--- src/rtl/tppd_pkg.sv ---
// Shared widths, register codes and structs of the thermal pass peak detector.
package tppd_pkg;

  // Field widths
  localparam int RAW_W      = 16;
  localparam int IDX_W      = 3;
  localparam int TEMP_W     = 18;
  localparam int SUM_W      = 21;
  localparam int AVG_W      = 18;
  localparam int PEAK_W     = 17;
  localparam int CNT_W      = 10;
  localparam int RISE_W     = 7;
  localparam int CFG_ADDR_W = 2;
  localparam int CFG_DATA_W = 18;
  // Wide enough for sensors * ambient * (100 + rise) and round sum * 100
  localparam int THR_W      = 34;

  // Raw sensor word of 0 degC, in 0.02 K steps
  localparam logic [RAW_W-1:0] RAW_OFFSET = 16'd13658;

  // Configuration register indexes
  typedef enum logic [CFG_ADDR_W-1:0] {
    CFG_AMBIENT      = 2'd0,
    CFG_RISE         = 2'd1,
    CFG_MIN_LOGGED   = 2'd2,
    CFG_WINDOW_LIMIT = 2'd3
  } cfg_reg_e;

  // Register values as the datapath sees them
  typedef struct packed {
    logic signed [TEMP_W-1:0] ambient;
    logic [CNT_W-1:0]         min_logged;
    logic [CNT_W-1:0]         window_limit;
    logic signed [THR_W-1:0]  threshold;
  } cfg_t;

  // One captured reading
  typedef struct packed {
    logic [IDX_W-1:0]         idx;
    logic                     ok;
    logic signed [TEMP_W-1:0] temp;
  } item_t;

  // Per-reading result of the round and window logic
  typedef struct packed {
    logic signed [TEMP_W-1:0] temp;
    logic                     done;
    logic signed [SUM_W-1:0]  sum;
    logic                     logged;
    logic                     peak_valid;
    logic [PEAK_W-1:0]        peak;
    logic                     alarm;
  } core_res_t;

endpackage

--- src/rtl/tppd_cfg.sv ---
// Configuration registers and the registered logging threshold.
module tppd_cfg #(
  parameter int SENSORS = 6
) (
  input  logic                              clk_i,
  input  logic                              rst_ni,
  input  logic                              we_i,
  input  logic [tppd_pkg::CFG_ADDR_W-1:0]   addr_i,
  input  logic [tppd_pkg::CFG_DATA_W-1:0]   wdata_i,
  output tppd_pkg::cfg_t                    cfg_o
);
  import tppd_pkg::*;

  localparam int FS_W = RISE_W + 2 + $clog2(SENSORS + 1);
  localparam logic signed [THR_W-1:0] THR_RST = THR_W'(2500 * 101 * SENSORS);

  logic signed [TEMP_W-1:0] ambient_q;
  logic [RISE_W-1:0]        rise_q;
  logic [CNT_W-1:0]         min_logged_q;
  logic [CNT_W-1:0]         window_limit_q;
  logic signed [THR_W-1:0]  thr_q;
  logic signed [THR_W-1:0]  thr_d;
  logic [FS_W-1:0]          scale;

  // Write the addressed register
  always_ff @(posedge clk_i or negedge rst_ni) begin
    if (!rst_ni) begin
      ambient_q      <= TEMP_W'(2500);
      rise_q         <= RISE_W'(1);
      min_logged_q   <= CNT_W'(40);
      window_limit_q <= CNT_W'(300);
    end else if (we_i) begin
      case (cfg_reg_e'(addr_i))
        CFG_AMBIENT:      ambient_q      <= wdata_i[TEMP_W-1:0];
        CFG_RISE:         rise_q         <= wdata_i[RISE_W-1:0];
        CFG_MIN_LOGGED:   min_logged_q   <= wdata_i[CNT_W-1:0];
        CFG_WINDOW_LIMIT: window_limit_q <= wdata_i[CNT_W-1:0];
        default: ;
      endcase
    end
  end

  // Threshold: sensors * ambient * (100 + rise), compared against sum * 100
  always_comb begin
    scale = (FS_W'(rise_q) + FS_W'(100)) * FS_W'(SENSORS);
    thr_d = THR_W'(ambient_q) * THR_W'($signed({1'b0, scale}));
  end

  always_ff @(posedge clk_i or negedge rst_ni) begin
    if (!rst_ni) begin
      thr_q <= THR_RST;
    end else begin
      thr_q <= thr_d;
    end
  end

  assign cfg_o.ambient      = ambient_q;
  assign cfg_o.min_logged   = min_logged_q;
  assign cfg_o.window_limit = window_limit_q;
  assign cfg_o.threshold    = thr_q;

endmodule

--- src/rtl/tppd_core.sv ---
// Round sum, last good values per sensor and the logging window with its peak.
module tppd_core #(
  parameter int SENSORS = 6
) (
  input  logic                  clk_i,
  input  logic                  rst_ni,
  input  logic                  adv_i,
  input  tppd_pkg::item_t       item_i,
  input  tppd_pkg::cfg_t        cfg_i,
  output tppd_pkg::core_res_t   res_o
);
  import tppd_pkg::*;

  localparam int SEL_W = IDX_W + $clog2(SENSORS + 1);
  localparam logic [SEL_W-1:0] LAST_IDX = SEL_W'(SENSORS - 1);
  localparam logic signed [SUM_W:0] SUM_MAX = {2'b00, {(SUM_W-1){1'b1}}};
  localparam logic signed [SUM_W:0] SUM_MIN = {2'b11, {(SUM_W-1){1'b0}}};
  localparam logic signed [THR_W-1:0] PCT = THR_W'(100);

  logic signed [TEMP_W-1:0] last_good_q [SENSORS];
  logic signed [TEMP_W-1:0] last_good_d [SENSORS];
  logic signed [SUM_W-1:0]  round_sum_q;
  logic [CNT_W-1:0]         logged_q;
  logic [PEAK_W-1:0]        run_peak_q;

  logic [SEL_W-1:0]         idx;
  logic                     wr;
  logic                     closing;
  logic signed [SUM_W:0]    sum_wide;
  logic signed [SUM_W-1:0]  sum_new;
  logic signed [THR_W-1:0]  lhs;
  logic                     room;
  logic                     log_it;
  logic                     close_win;
  logic                     pv;
  logic [PEAK_W-1:0]        peak_new;

  always_comb begin
    idx     = SEL_W'(item_i.idx);
    wr      = item_i.ok && (idx < SEL_W'(SENSORS));
    closing = (idx == LAST_IDX);

    // Add a good reading, saturate to the sum range
    sum_wide = (SUM_W+1)'(round_sum_q) + (SUM_W+1)'(item_i.temp);
    if (!wr) begin
      sum_new = round_sum_q;
    end else if (sum_wide > SUM_MAX) begin
      sum_new = SUM_MAX[SUM_W-1:0];
    end else if (sum_wide < SUM_MIN) begin
      sum_new = SUM_MIN[SUM_W-1:0];
    end else begin
      sum_new = sum_wide[SUM_W-1:0];
    end

    // Last good values with this reading applied
    for (int i = 0; i < SENSORS; i++) begin
      last_good_d[i] = (wr && idx == SEL_W'(i)) ? item_i.temp : last_good_q[i];
    end

    // Peak over the window so far and the last good values, negatives count as zero
    peak_new = run_peak_q;
    for (int i = 0; i < SENSORS; i++) begin
      if (!last_good_d[i][TEMP_W-1] && (PEAK_W'(last_good_d[i]) > peak_new)) begin
        peak_new = PEAK_W'(last_good_d[i]);
      end
    end

    // Round average against ambient raised by rise percent, without a divide
    lhs       = THR_W'(sum_new) * PCT;
    room      = ((CNT_W+1)'(logged_q) + (CNT_W+1)'(SENSORS)) < (CNT_W+1)'(cfg_i.window_limit);
    log_it    = closing && (lhs >= cfg_i.threshold) && room;
    close_win = closing && !log_it;
    pv        = close_win && (logged_q >= cfg_i.min_logged);

    res_o.temp       = item_i.ok ? item_i.temp : '0;
    res_o.done       = closing;
    res_o.sum        = sum_new;
    res_o.logged     = log_it;
    res_o.peak_valid = pv;
    res_o.peak       = pv ? run_peak_q : '0;
    res_o.alarm      = pv && ($signed({2'b00, run_peak_q}) >=
                              $signed({cfg_i.ambient[TEMP_W-1], cfg_i.ambient}));
  end

  // Advance the round and window state once per transaction
  always_ff @(posedge clk_i or negedge rst_ni) begin
    if (!rst_ni) begin
      for (int i = 0; i < SENSORS; i++) begin
        last_good_q[i] <= '0;
      end
      round_sum_q <= '0;
      logged_q    <= '0;
      run_peak_q  <= '0;
    end else if (adv_i) begin
      for (int i = 0; i < SENSORS; i++) begin
        last_good_q[i] <= last_good_d[i];
      end
      round_sum_q <= closing ? '0 : sum_new;
      if (log_it) begin
        run_peak_q <= peak_new;
        logged_q   <= logged_q + CNT_W'(SENSORS);
      end else if (close_win) begin
        run_peak_q <= '0;
        logged_q   <= '0;
      end
    end
  end

endmodule

--- src/rtl/tppd_avg.sv ---
// Round average: signed sum divided by the sensor count via a reciprocal multiply.
module tppd_avg #(
  parameter int SENSORS = 6
) (
  input  logic                                  done_i,
  input  logic signed [tppd_pkg::SUM_W-1:0]     sum_i,
  output logic signed [tppd_pkg::AVG_W-1:0]     avg_o
);
  import tppd_pkg::*;

  localparam int DIV_SH = SUM_W + $clog2(SENSORS) + 1;
  localparam int MUL_W  = DIV_SH + 1;
  localparam int PROD_W = SUM_W + MUL_W;
  localparam logic [MUL_W-1:0] RECIP =
    MUL_W'(((64'd1 << DIV_SH) + 64'(SENSORS) - 64'd1) / 64'(SENSORS));
  localparam logic [SUM_W-1:0] Q_POS_MAX = SUM_W'((2 ** (AVG_W - 1)) - 1);
  localparam logic [SUM_W-1:0] Q_NEG_MAX = SUM_W'(2 ** (AVG_W - 1));

  logic              neg;
  logic [SUM_W-1:0]  mag;
  logic [PROD_W-1:0] prod;
  logic [SUM_W-1:0]  quot;
  logic [SUM_W-1:0]  quot_n;

  // Divide the magnitude, truncate toward zero, restore sign and saturate; zero unless done_i
  always_comb begin
    neg    = sum_i[SUM_W-1];
    mag    = neg ? SUM_W'(-sum_i) : SUM_W'(sum_i);
    prod   = PROD_W'(mag) * PROD_W'(RECIP);
    quot   = SUM_W'(prod >> DIV_SH);
    quot_n = SUM_W'(0) - quot;
    if (!done_i) begin
      avg_o = '0;
    end else if (!neg) begin
      avg_o = (quot > Q_POS_MAX) ? AVG_W'(Q_POS_MAX) : AVG_W'(quot);
    end else begin
      avg_o = (quot > Q_NEG_MAX) ? {1'b1, {(AVG_W-1){1'b0}}} : AVG_W'(quot_n);
    end
  end

endmodule

--- src/rtl/thermal_pass_peak_detector.sv ---
// Top level of the thermal pass peak detector: stream stages and configuration.
//
// Usage: one sensor reading per slave transaction; raw word in s_axis_tdata,
// sensor index and read status in s_axis_tuser. Sensor SENSORS-1 closes a round.
// Every reading yields one master transaction with the converted temperature,
// zero for a failed read; a closing reading also carries the round average,
// whether the round was logged, and, when the window closed full enough, its peak and alarm flag.
// m_axis_tlast marks the closing reading of a round.
// Configuration registers are written through cfg_we_i / cfg_addr_i /
// cfg_wdata_i; the user must write them only while no transaction is in
// flight, which the block does not enforce. The threshold they feed is
// registered again from the written values in thr_q. An accepted reading
// passes the input, round/window and average registers to the master side.
// Throughput: one reading per cycle while the master side does not stall, set by the round update.
// A stalled master side fills the three stages, then drops s_axis_tready;
// empty stages keep taking readings while a result waits.
// Reset clears every stage valid, the per-sensor values, the round sum and the window,
// and loads the registers with their default values.
module thermal_pass_peak_detector #(
  parameter int SENSORS = 6
) (
  input  logic                                clk_i,
  input  logic                                rst_ni,
  // Slave side
  input  logic                                s_axis_tvalid,
  output logic                                s_axis_tready,
  input  logic [15:0]                         s_axis_tdata,  // raw_word[15:0]
  input  logic [3:0]                          s_axis_tuser,  // sensor_index[2:0], read_ok[3]
  // Master side
  output logic                                m_axis_tvalid,
  input  logic                                m_axis_tready,
  // temp_centi[17:0], average_centi[35:18], peak_centi[52:36], alarm[53], zero[55:54]
  output logic [55:0]                         m_axis_tdata,
  output logic [1:0]                          m_axis_tuser,  // window_logged[0], peak_valid[1]
  output logic                                m_axis_tlast,  // round_done
  // Configuration write port
  input  logic                                cfg_we_i,
  input  logic [tppd_pkg::CFG_ADDR_W-1:0]     cfg_addr_i,
  input  logic [tppd_pkg::CFG_DATA_W-1:0]     cfg_wdata_i
);
  import tppd_pkg::*;

  cfg_t                     cfg;
  item_t                    item_d;
  item_t                    item_q;
  core_res_t                res_d;
  core_res_t                res_q;
  logic                     v1_q;
  logic                     v2_q;
  logic                     v3_q;
  logic                     en1;
  logic                     en2;
  logic                     en3;
  logic signed [TEMP_W-1:0] diff;
  logic signed [AVG_W-1:0]  avg_d;
  logic signed [TEMP_W-1:0] out_temp_q;
  logic signed [AVG_W-1:0]  out_avg_q;
  logic [PEAK_W-1:0]        out_peak_q;
  logic                     out_alarm_q;
  logic                     out_logged_q;
  logic                     out_pv_q;
  logic                     out_done_q;

  // Stage enables: a stage loads when it is empty or its content moves on
  assign en3 = !v3_q || m_axis_tready;
  assign en2 = !v2_q || en3;
  assign en1 = !v1_q || en2;
  assign s_axis_tready = en1;

  // Convert the raw word to hundredths of a degree
  always_comb begin
    diff        = TEMP_W'({1'b0, s_axis_tdata}) - TEMP_W'({1'b0, RAW_OFFSET});
    item_d.idx  = s_axis_tuser[IDX_W-1:0];
    item_d.ok   = s_axis_tuser[IDX_W];
    item_d.temp = diff <<< 1;
  end

  tppd_cfg #(
    .SENSORS(SENSORS)
  ) u_cfg (
    .clk_i  (clk_i),
    .rst_ni (rst_ni),
    .we_i   (cfg_we_i),
    .addr_i (cfg_addr_i),
    .wdata_i(cfg_wdata_i),
    .cfg_o  (cfg)
  );

  tppd_core #(
    .SENSORS(SENSORS)
  ) u_core (
    .clk_i (clk_i),
    .rst_ni(rst_ni),
    .adv_i (v1_q && en2),
    .item_i(item_q),
    .cfg_i (cfg),
    .res_o (res_d)
  );

  tppd_avg #(
    .SENSORS(SENSORS)
  ) u_avg (
    .done_i(res_q.done),
    .sum_i (res_q.sum),
    .avg_o (avg_d)
  );

  // Stage valids
  always_ff @(posedge clk_i or negedge rst_ni) begin
    if (!rst_ni) begin
      v1_q <= 1'b0;
      v2_q <= 1'b0;
      v3_q <= 1'b0;
    end else begin
      if (en1) begin
        v1_q <= s_axis_tvalid;
      end
      if (en2) begin
        v2_q <= v1_q;
      end
      if (en3) begin
        v3_q <= v2_q;
      end
    end
  end

  // Stage payloads
  always_ff @(posedge clk_i) begin
    if (en1) begin
      item_q <= item_d;
    end
    if (en2) begin
      res_q <= res_d;
    end
    if (en3) begin
      out_temp_q   <= res_q.temp;
      out_avg_q    <= avg_d;
      out_peak_q   <= res_q.peak;
      out_alarm_q  <= res_q.alarm;
      out_logged_q <= res_q.logged;
      out_pv_q     <= res_q.peak_valid;
      out_done_q   <= res_q.done;
    end
  end

  assign m_axis_tvalid = v3_q;
  assign m_axis_tdata  = {2'b00, out_alarm_q, out_peak_q, out_avg_q, out_temp_q};
  assign m_axis_tuser  = {out_pv_q, out_logged_q};
  assign m_axis_tlast  = out_done_q;

endmodule
--- config.mk ---
export PLATFORM = sky130hd
export DESIGN_NAME = thermal_pass_peak_detector
export DESIGN_NICKNAME = d
export VERILOG_FILES = /design/src/rtl/tppd_pkg.sv /design/src/rtl/tppd_cfg.sv /design/src/rtl/tppd_core.sv /design/src/rtl/tppd_avg.sv /design/src/rtl/thermal_pass_peak_detector.sv
export SDC_FILE = /design/constraint.sdc
export NUM_CORES = 2
export LEC_CHECK = 0
export BUFFER_PORTS_ARGS = -buffer_cell sky130_fd_sc_hd__buf_2
export CAP_MARGIN = 20
export CORE_MARGIN = 2
export CORE_UTILIZATION = 55
export CTS_CLUSTER_DIAMETER = 150
export DETAILED_ROUTE_END_ITERATION = 8
export GPL_TIMING_DRIVEN = 0
export PLACE_DENSITY = 0.72
export SYNTH_ARGS = -nofsm -noshare
export SYNTH_HDL_FRONTEND = slang
export SYNTH_SLANG_ARGS = --single-unit
export TNS_END_PERCENT = 10
--- constraint.sdc ---
create_clock -name clk_i -period 31.7 [get_ports clk_i]
set_input_delay 3.17 -clock clk_i [delete_from_list [all_inputs] [get_ports clk_i]]
set_output_delay 3.17 -clock clk_i [all_outputs]
set_load 0.01 [all_outputs]
Yosys cells after proc, flatten, opt, wreduce, memory -nomap -nowiden --
Index checks and enable logic that the tools add are counted.
Cells by class: add/subtract/negate cells 7, multiply operators 4, $lt $le $gt $ge 15, equality and inequality tests 8, mux-type cells 24, reduce and logical (&&, ||, !) cells 40
Operators with widths (count):
- 18-bit two-way mux | 9
- 17-bit two-way mux | 8
- 21-bit two-way mux | 5
- 17-bit > comparator | 6
- 21-bit by 22-bit multiplier with 43-bit output, second input constant | 1
- 34-bit greater-or-equal comparator | 1
- 18-bit by 12-bit multiplier with 30-bit output | 1
- 21-bit by 6-bit multiplier with 27-bit output, second input constant | 1
- 21-bit by 18-bit adder with 22-bit output | 1
- 22-bit by 21-bit > comparator with 1-bit output, second input constant | 1
- 22-bit by 21-bit less-than comparator with 1-bit output, second input constant | 1
- 21-bit negation | 1
- 10-bit two-way mux | 2
- 19-bit by 17-bit > comparator with 1-bit output, second input constant | 1
- 19-bit by 18-bit > comparator with 1-bit output, second input constant | 1
- 1-bit logical AND | 19
- 18-bit greater-or-equal comparator | 1
- 1-bit by 18-bit subtractor with 18-bit output, first input constant | 1
- 16-bit by 14-bit subtractor with 17-bit output, second input constant | 1
- 12-bit by 2-bit multiplier with 11-bit output, second input constant | 1
- 10-bit by 3-bit adder with 11-bit output, second input constant | 1
- 11-bit by 10-bit less-than comparator with 1-bit output | 1
- 10-bit by 3-bit adder with 10-bit output, second input constant | 1
- 10-bit greater-or-equal comparator | 1
- other kinds (13) | 31
Word-level totals: register bits 373, bits of input ports 45, output and inout port bits 61, logic and storage cells 132

Depth between registers and ports, before layout --
word-level depth 23, depth in mapped cells 94, gate-level depth less buffers 83

Hierarchy --
Synthesis repeated with hierarchy kept, for this count alone.
Unflattened totals: cells, all modules 4282, area, all modules 40176.0 um2
Modules (own cells, without submodules):
- tppd_core | times used 1, cells an instance 2023, area each 16587.2 um2, sequential area each 3878.7 um2
- tppd_cfg | times used 1, cells an instance 1086, area each 10460.0 um2, sequential area each 1883.1 um2
- tppd_avg | times used 1, cells an instance 973, area each 8484.4 um2, sequential area each 0.0 um2
- thermal_pass_peak_detector | times used 1, cells an instance 200, area each 4644.5 um2, sequential area each 4219.0 um2

Worst setup path after synthesis --
OpenSTA, ideal clock, no wires.
path type register to register, start register item_q[19] (netlist name), end register u_core.run_peak_q[0], library setup time 0.121 ns, data arrival time 15.377 ns, required time 31.579 ns, slack 16.202 ns, cell stages (with the launch flop) 92, buffers on the path 12, period minus slack after synthesis 15.498 ns, cell sequence edfxtp_1 -> nor4b_2 -> buf_6 -> buf_4 -> mux2_2 -> ha_1 -> nand4_1 -> nor4_1 -> a221oi_1 -> a31oi_4 -> buf_4 -> clkbuf_1 -> a21oi_1 -> ha_1 -> a21o_1 -> a21oi_1 -> nor2b_1 -> a2111oi_0 -> [... 56 more ...] -> ha_1 -> o21a_1 -> o21a_1 -> o21ai_0 -> nand2b_1 -> a21oi_1 -> nor2b_1 -> o21ai_0 -> nand2b_1 -> a21oi_1 -> nor2_1 -> a211oi_1 -> o21ai_0 -> and3_1 -> nor2b_1 -> clkbuf_1 -> a221oi_1 -> a22o_1
RTL lines:
- start, declared | line thermal_pass_peak_detector.sv:45 | item_t item_q;
- start signal, assigned | line thermal_pass_peak_detector.sv:130 | item_q <= item_d;
- end signal, assigned | line tppd_core.sv:100 | run_peak_q <= peak_new;
- end, declared | line tppd_core.sv:24 | logic [PEAK_W-1:0] run_peak_q;

==> summary.md <==
| Metric | Value |
|---|---|
| Status | completed |
| Drt via density | 5.64 |
| Synth Flop Type | dfrtp_1 |
| CTS resizes | 0 |
| Grt ovf | 0 |
| First-pass iteration count of the detailed router | 5 |
| Core area | about 0.066 mm2 |
| Placed Area | 0.0387 mm2 |
| Die area | 0.0692 mm2 |
| Final Hold Viols | 0 |
| Top cell by count, worst path | a21oi_1 |
| Synth-to-Final Area Change | 8.94% |
| First-pass GRT wire length | between 100,000 and 150,000 um |
| Synth Instances | 3,685 |
| Final setup TNS | 0 ns |
| CTS H-tree lvls | 2 |
| Initial Util | 0.558 |
| Initial antenna violation count | 0 |
| Layout Cell Area excl Fill | 0.0402 mm2 |
| Rows | between 90 and 100 |
| Clk_lat worst skew | 0.60 ns |
| Root buffer cell | clkbuf_16 |
| CTS clk-pin slew, worst paths | 0.06 ns |
| MaxCap Viol Count | 0 |
| Critical Path Fanout Max | 10 |
| Post-CTS Setup Inserts | 0 |
| YS warnings | 0 |
| EDFF count, synth | between 100 and 150 |
| WS Path Type | reg2reg |
| Yosys reg bits | 369 |
| Layout Skew | about 0.022 ns |
| Async SR Flop Fraction | 0.631 |
| # IOs | 106 |
| Die Y | 263 um |
| FF/Latch Area | 0.00995 mm2 |
| CTS tree | done |
| Syn_area_per_cell | around 10 um2 |
| Crit end category | flip-flop |
| Hold Slack | 0.417 ns |
| Req. time, crit path | 32.18 ns |
| Largest cells by area after synthesis | ha_1 (17%), fa_1 (16%), dfrtp_1 (14%) |
| Cts bufs inserted | 44 |
| Post-DRT Antenna Nets | 0 |
| Unique cell type count in the Yosys netlist | 86 |
| Fmax | 51.6 MHz |
| Top cell type's share of synthesized area | 0.166 |
| Final setup fails | 0 |
| Area leader, netlist | ha_1 |
| Largest stage delay on the critical path | 0.63 ns |
| Largest net degree at the start of global routing | 99 |
| Seq/Total Area, Yosys | 0.269 |
| Hold Buf Count CTS | 0 |
| CP max stage cell | buf_1 |
| Vias | 26,800 |
| Slew @ Worst Pin | approximately 1.2 ns |
| Detail-routed net length per standard cell | 18.9 um |
| RSZ-0062 raised after global routing | no |
| Drt total wl | 89,700 um |
| Total track usage | 0.264 |
| Placed cells | about 4,700 |
| Tmin final | 19.38 ns |
| Post-Syn Area | 0.0369 mm2 |
| Slew HR | 0.226 |
| Worst EP arrival | roughly 20 ns |
| Hold crit path type | reg2reg |
| Die W | 263 um |
| Tcrit/Tclk final | 0.611 |
| Fillers | 5,559 |
| Initial DRC Count | 1,895 |
| Global placement routability congestion | 0.934 |
| Nets | 4,688 |
| Layout cell share with drive strength beyond 1 | 0.120 |
| Max-slew violations | 0 |
| CP Launch Type | flip-flop |
| Max Root-Sink Buffers | 3 |
| Dpl hpwl | between 70,000 and 80,000 um |
| Area taken by multi-input logic gates | 0.0239 mm2 |
| Vias in the first global route | 27,100 |
| Clock sink count | roughly 370 |
| # DRC | 0 |
| Finished Layout Cells | between 4,000 and 5,000 |
| I/O Buffers | around 100 |
## path summary, 6_finish.rpt
| kind | endpoint | slack (ns) | from | cells after the start |
|---|---|---|---|---|
| setup / recovery | u_core.run_peak_q[0]$_DFFE_PN0P_ | 12.32 | item_q[18]$_DFFE_PP_ | 91 |
| hold / removal | out_temp_q[16]$_DFFE_PP_ | 0.42 | res_q[58]$_SDFFCE_PN0P_ | 0 |
| setup reg to reg | u_core.run_peak_q[0]$_DFFE_PN0P_ | 12.32 | item_q[18]$_DFFE_PP_ | 91 |
| hold reg to reg | out_temp_q[16]$_DFFE_PP_ | 0.42 | res_q[58]$_SDFFCE_PN0P_ | 0 |
| max in group asynchronous | u_cfg.thr_q[20]$_DFF_PN1_ | 27.95 | rst_ni | 3 |
| min in group asynchronous | u_core.last_good_q[49]$_DFFE_PN0P_ | 2.46 | rst_ni | 1 |
## critical path: cells and delay by family, from the launching register on
kind | cells | cell delay, ns
compound gates | 44 | 7.55
fa+ha+maj | 6 | 1.77
buf+inv | 13 | 4.10
flops | 1 | 0.55
mux | 4 | 1.49
simple gates | 24 | 3.76
## sequential cells by signal (all words and copies together), names as in the netlist, 9 cells and up
name and cells:
u_cfg.min_logged_q 10, u_cfg.window_limit_q 10, res_q 59, u_cfg.ambient_q 18, u_core.round_sum_q 21, out_peak_q 17, u_core.last_good_q 108, out_temp_q 17
u_core.logged_q 9, u_core.run_peak_q 17, out_avg_q 18, u_cfg.thr_q 30, item_q 21
## layer usage
| layer | GRT usage | wire (um) |
|---|---|---|
| met2 | 0.436 | 42400 |
| met3 | 0.0335 | 5010 |
| met5 | 0 | 0 |
| met1 | 0.356 | 38800 |
| met4 | 0.0992 | 3490 |
## synthesized netlist by cell type (25+ instances only)
library cell    n
inv_1         687
ha_1          491
fa_1          304
nand2_1       225
mux2_2        210
dfrtp_1       208
a21oi_1       155
o21ai_0       138
nor2_1        137
edfxtp_1      136
xnor2_1        94
clkbuf_1       90
mux2i_1        89
and2_1         74
nand2b_1       54
nor3_1         53
nor2b_1        46
a21o_1         42
o21a_1         40
nand4_1        36
nand3_1        35
xor2_1         29
dfstp_2        25
nor4_1         25
## area by class of cell
class	instances	share of cell area
Multi-Input combinational cell	2519	0.595
Sequential cell	369	0.247
Inverter	687	0.0641
Clock buffer	57	0.0304
Tap cell	864	0.0269
Timing Repair Buffer	115	0.0179
Buffer	112	0.0121
Clock inverter	25	0.00647
Antenna cell	1	0.0000622
## through the flow
step	utilization	setup WS [ns]
after floorplan	-	16.20
after global placement	0.583	13.14
after detailed placement	0.586	12.91
after CTS	0.608	12.75
after global routing	0.608	10.91
final	0.608	12.32
## layout by cell type, fill, tap and decap left out, types with 13 or more instances in the layout
cell and n:
inv_1 687, edfxtp_1 136, dfstp_2 25, nor2b_1 46
xnor2_1 94, buf_2 109, nor3_1 53, nor2_1 137
xor2_1 29, dfrtp_1 208, mux2i_1 89, ha_1 491
mux2_2 210, nand2b_1 53, buf_4 13, a21oi_1 155
clkbuf_16 46, o21bai_1 15, a221oi_1 18, nand2_1 225
a31oi_1 17, o21a_1 40, a21boi_0 13, o21ai_0 138
nor4_1 25, nand4_1 36, clkbuf_1 98, fa_1 304
nand3_1 35, and2_1 74, a21o_1 42, o31ai_1 20
## cells by family (layout without fill, tap and decap cells)
logic type | Yosys count | after routing | share of synthesized area
buffers and inverters | 799 | 996 | 0.0830
and+or+nand+nor | 748 | 748 | 0.101
other | 1 | 4 | 0.000102
AOI/OAI and AO/OA | 544 | 544 | 0.0951
DFF | 369 | 369 | 0.269
muxes | 303 | 303 | 0.0899
adders and majority gates | 798 | 798 | 0.332
xor gates and xnor gates | 123 | 123 | 0.0292
Power is left out: the tool's default activity adds up to more than one toggle a clock period on the data nets, which glitch-free logic cannot reach.
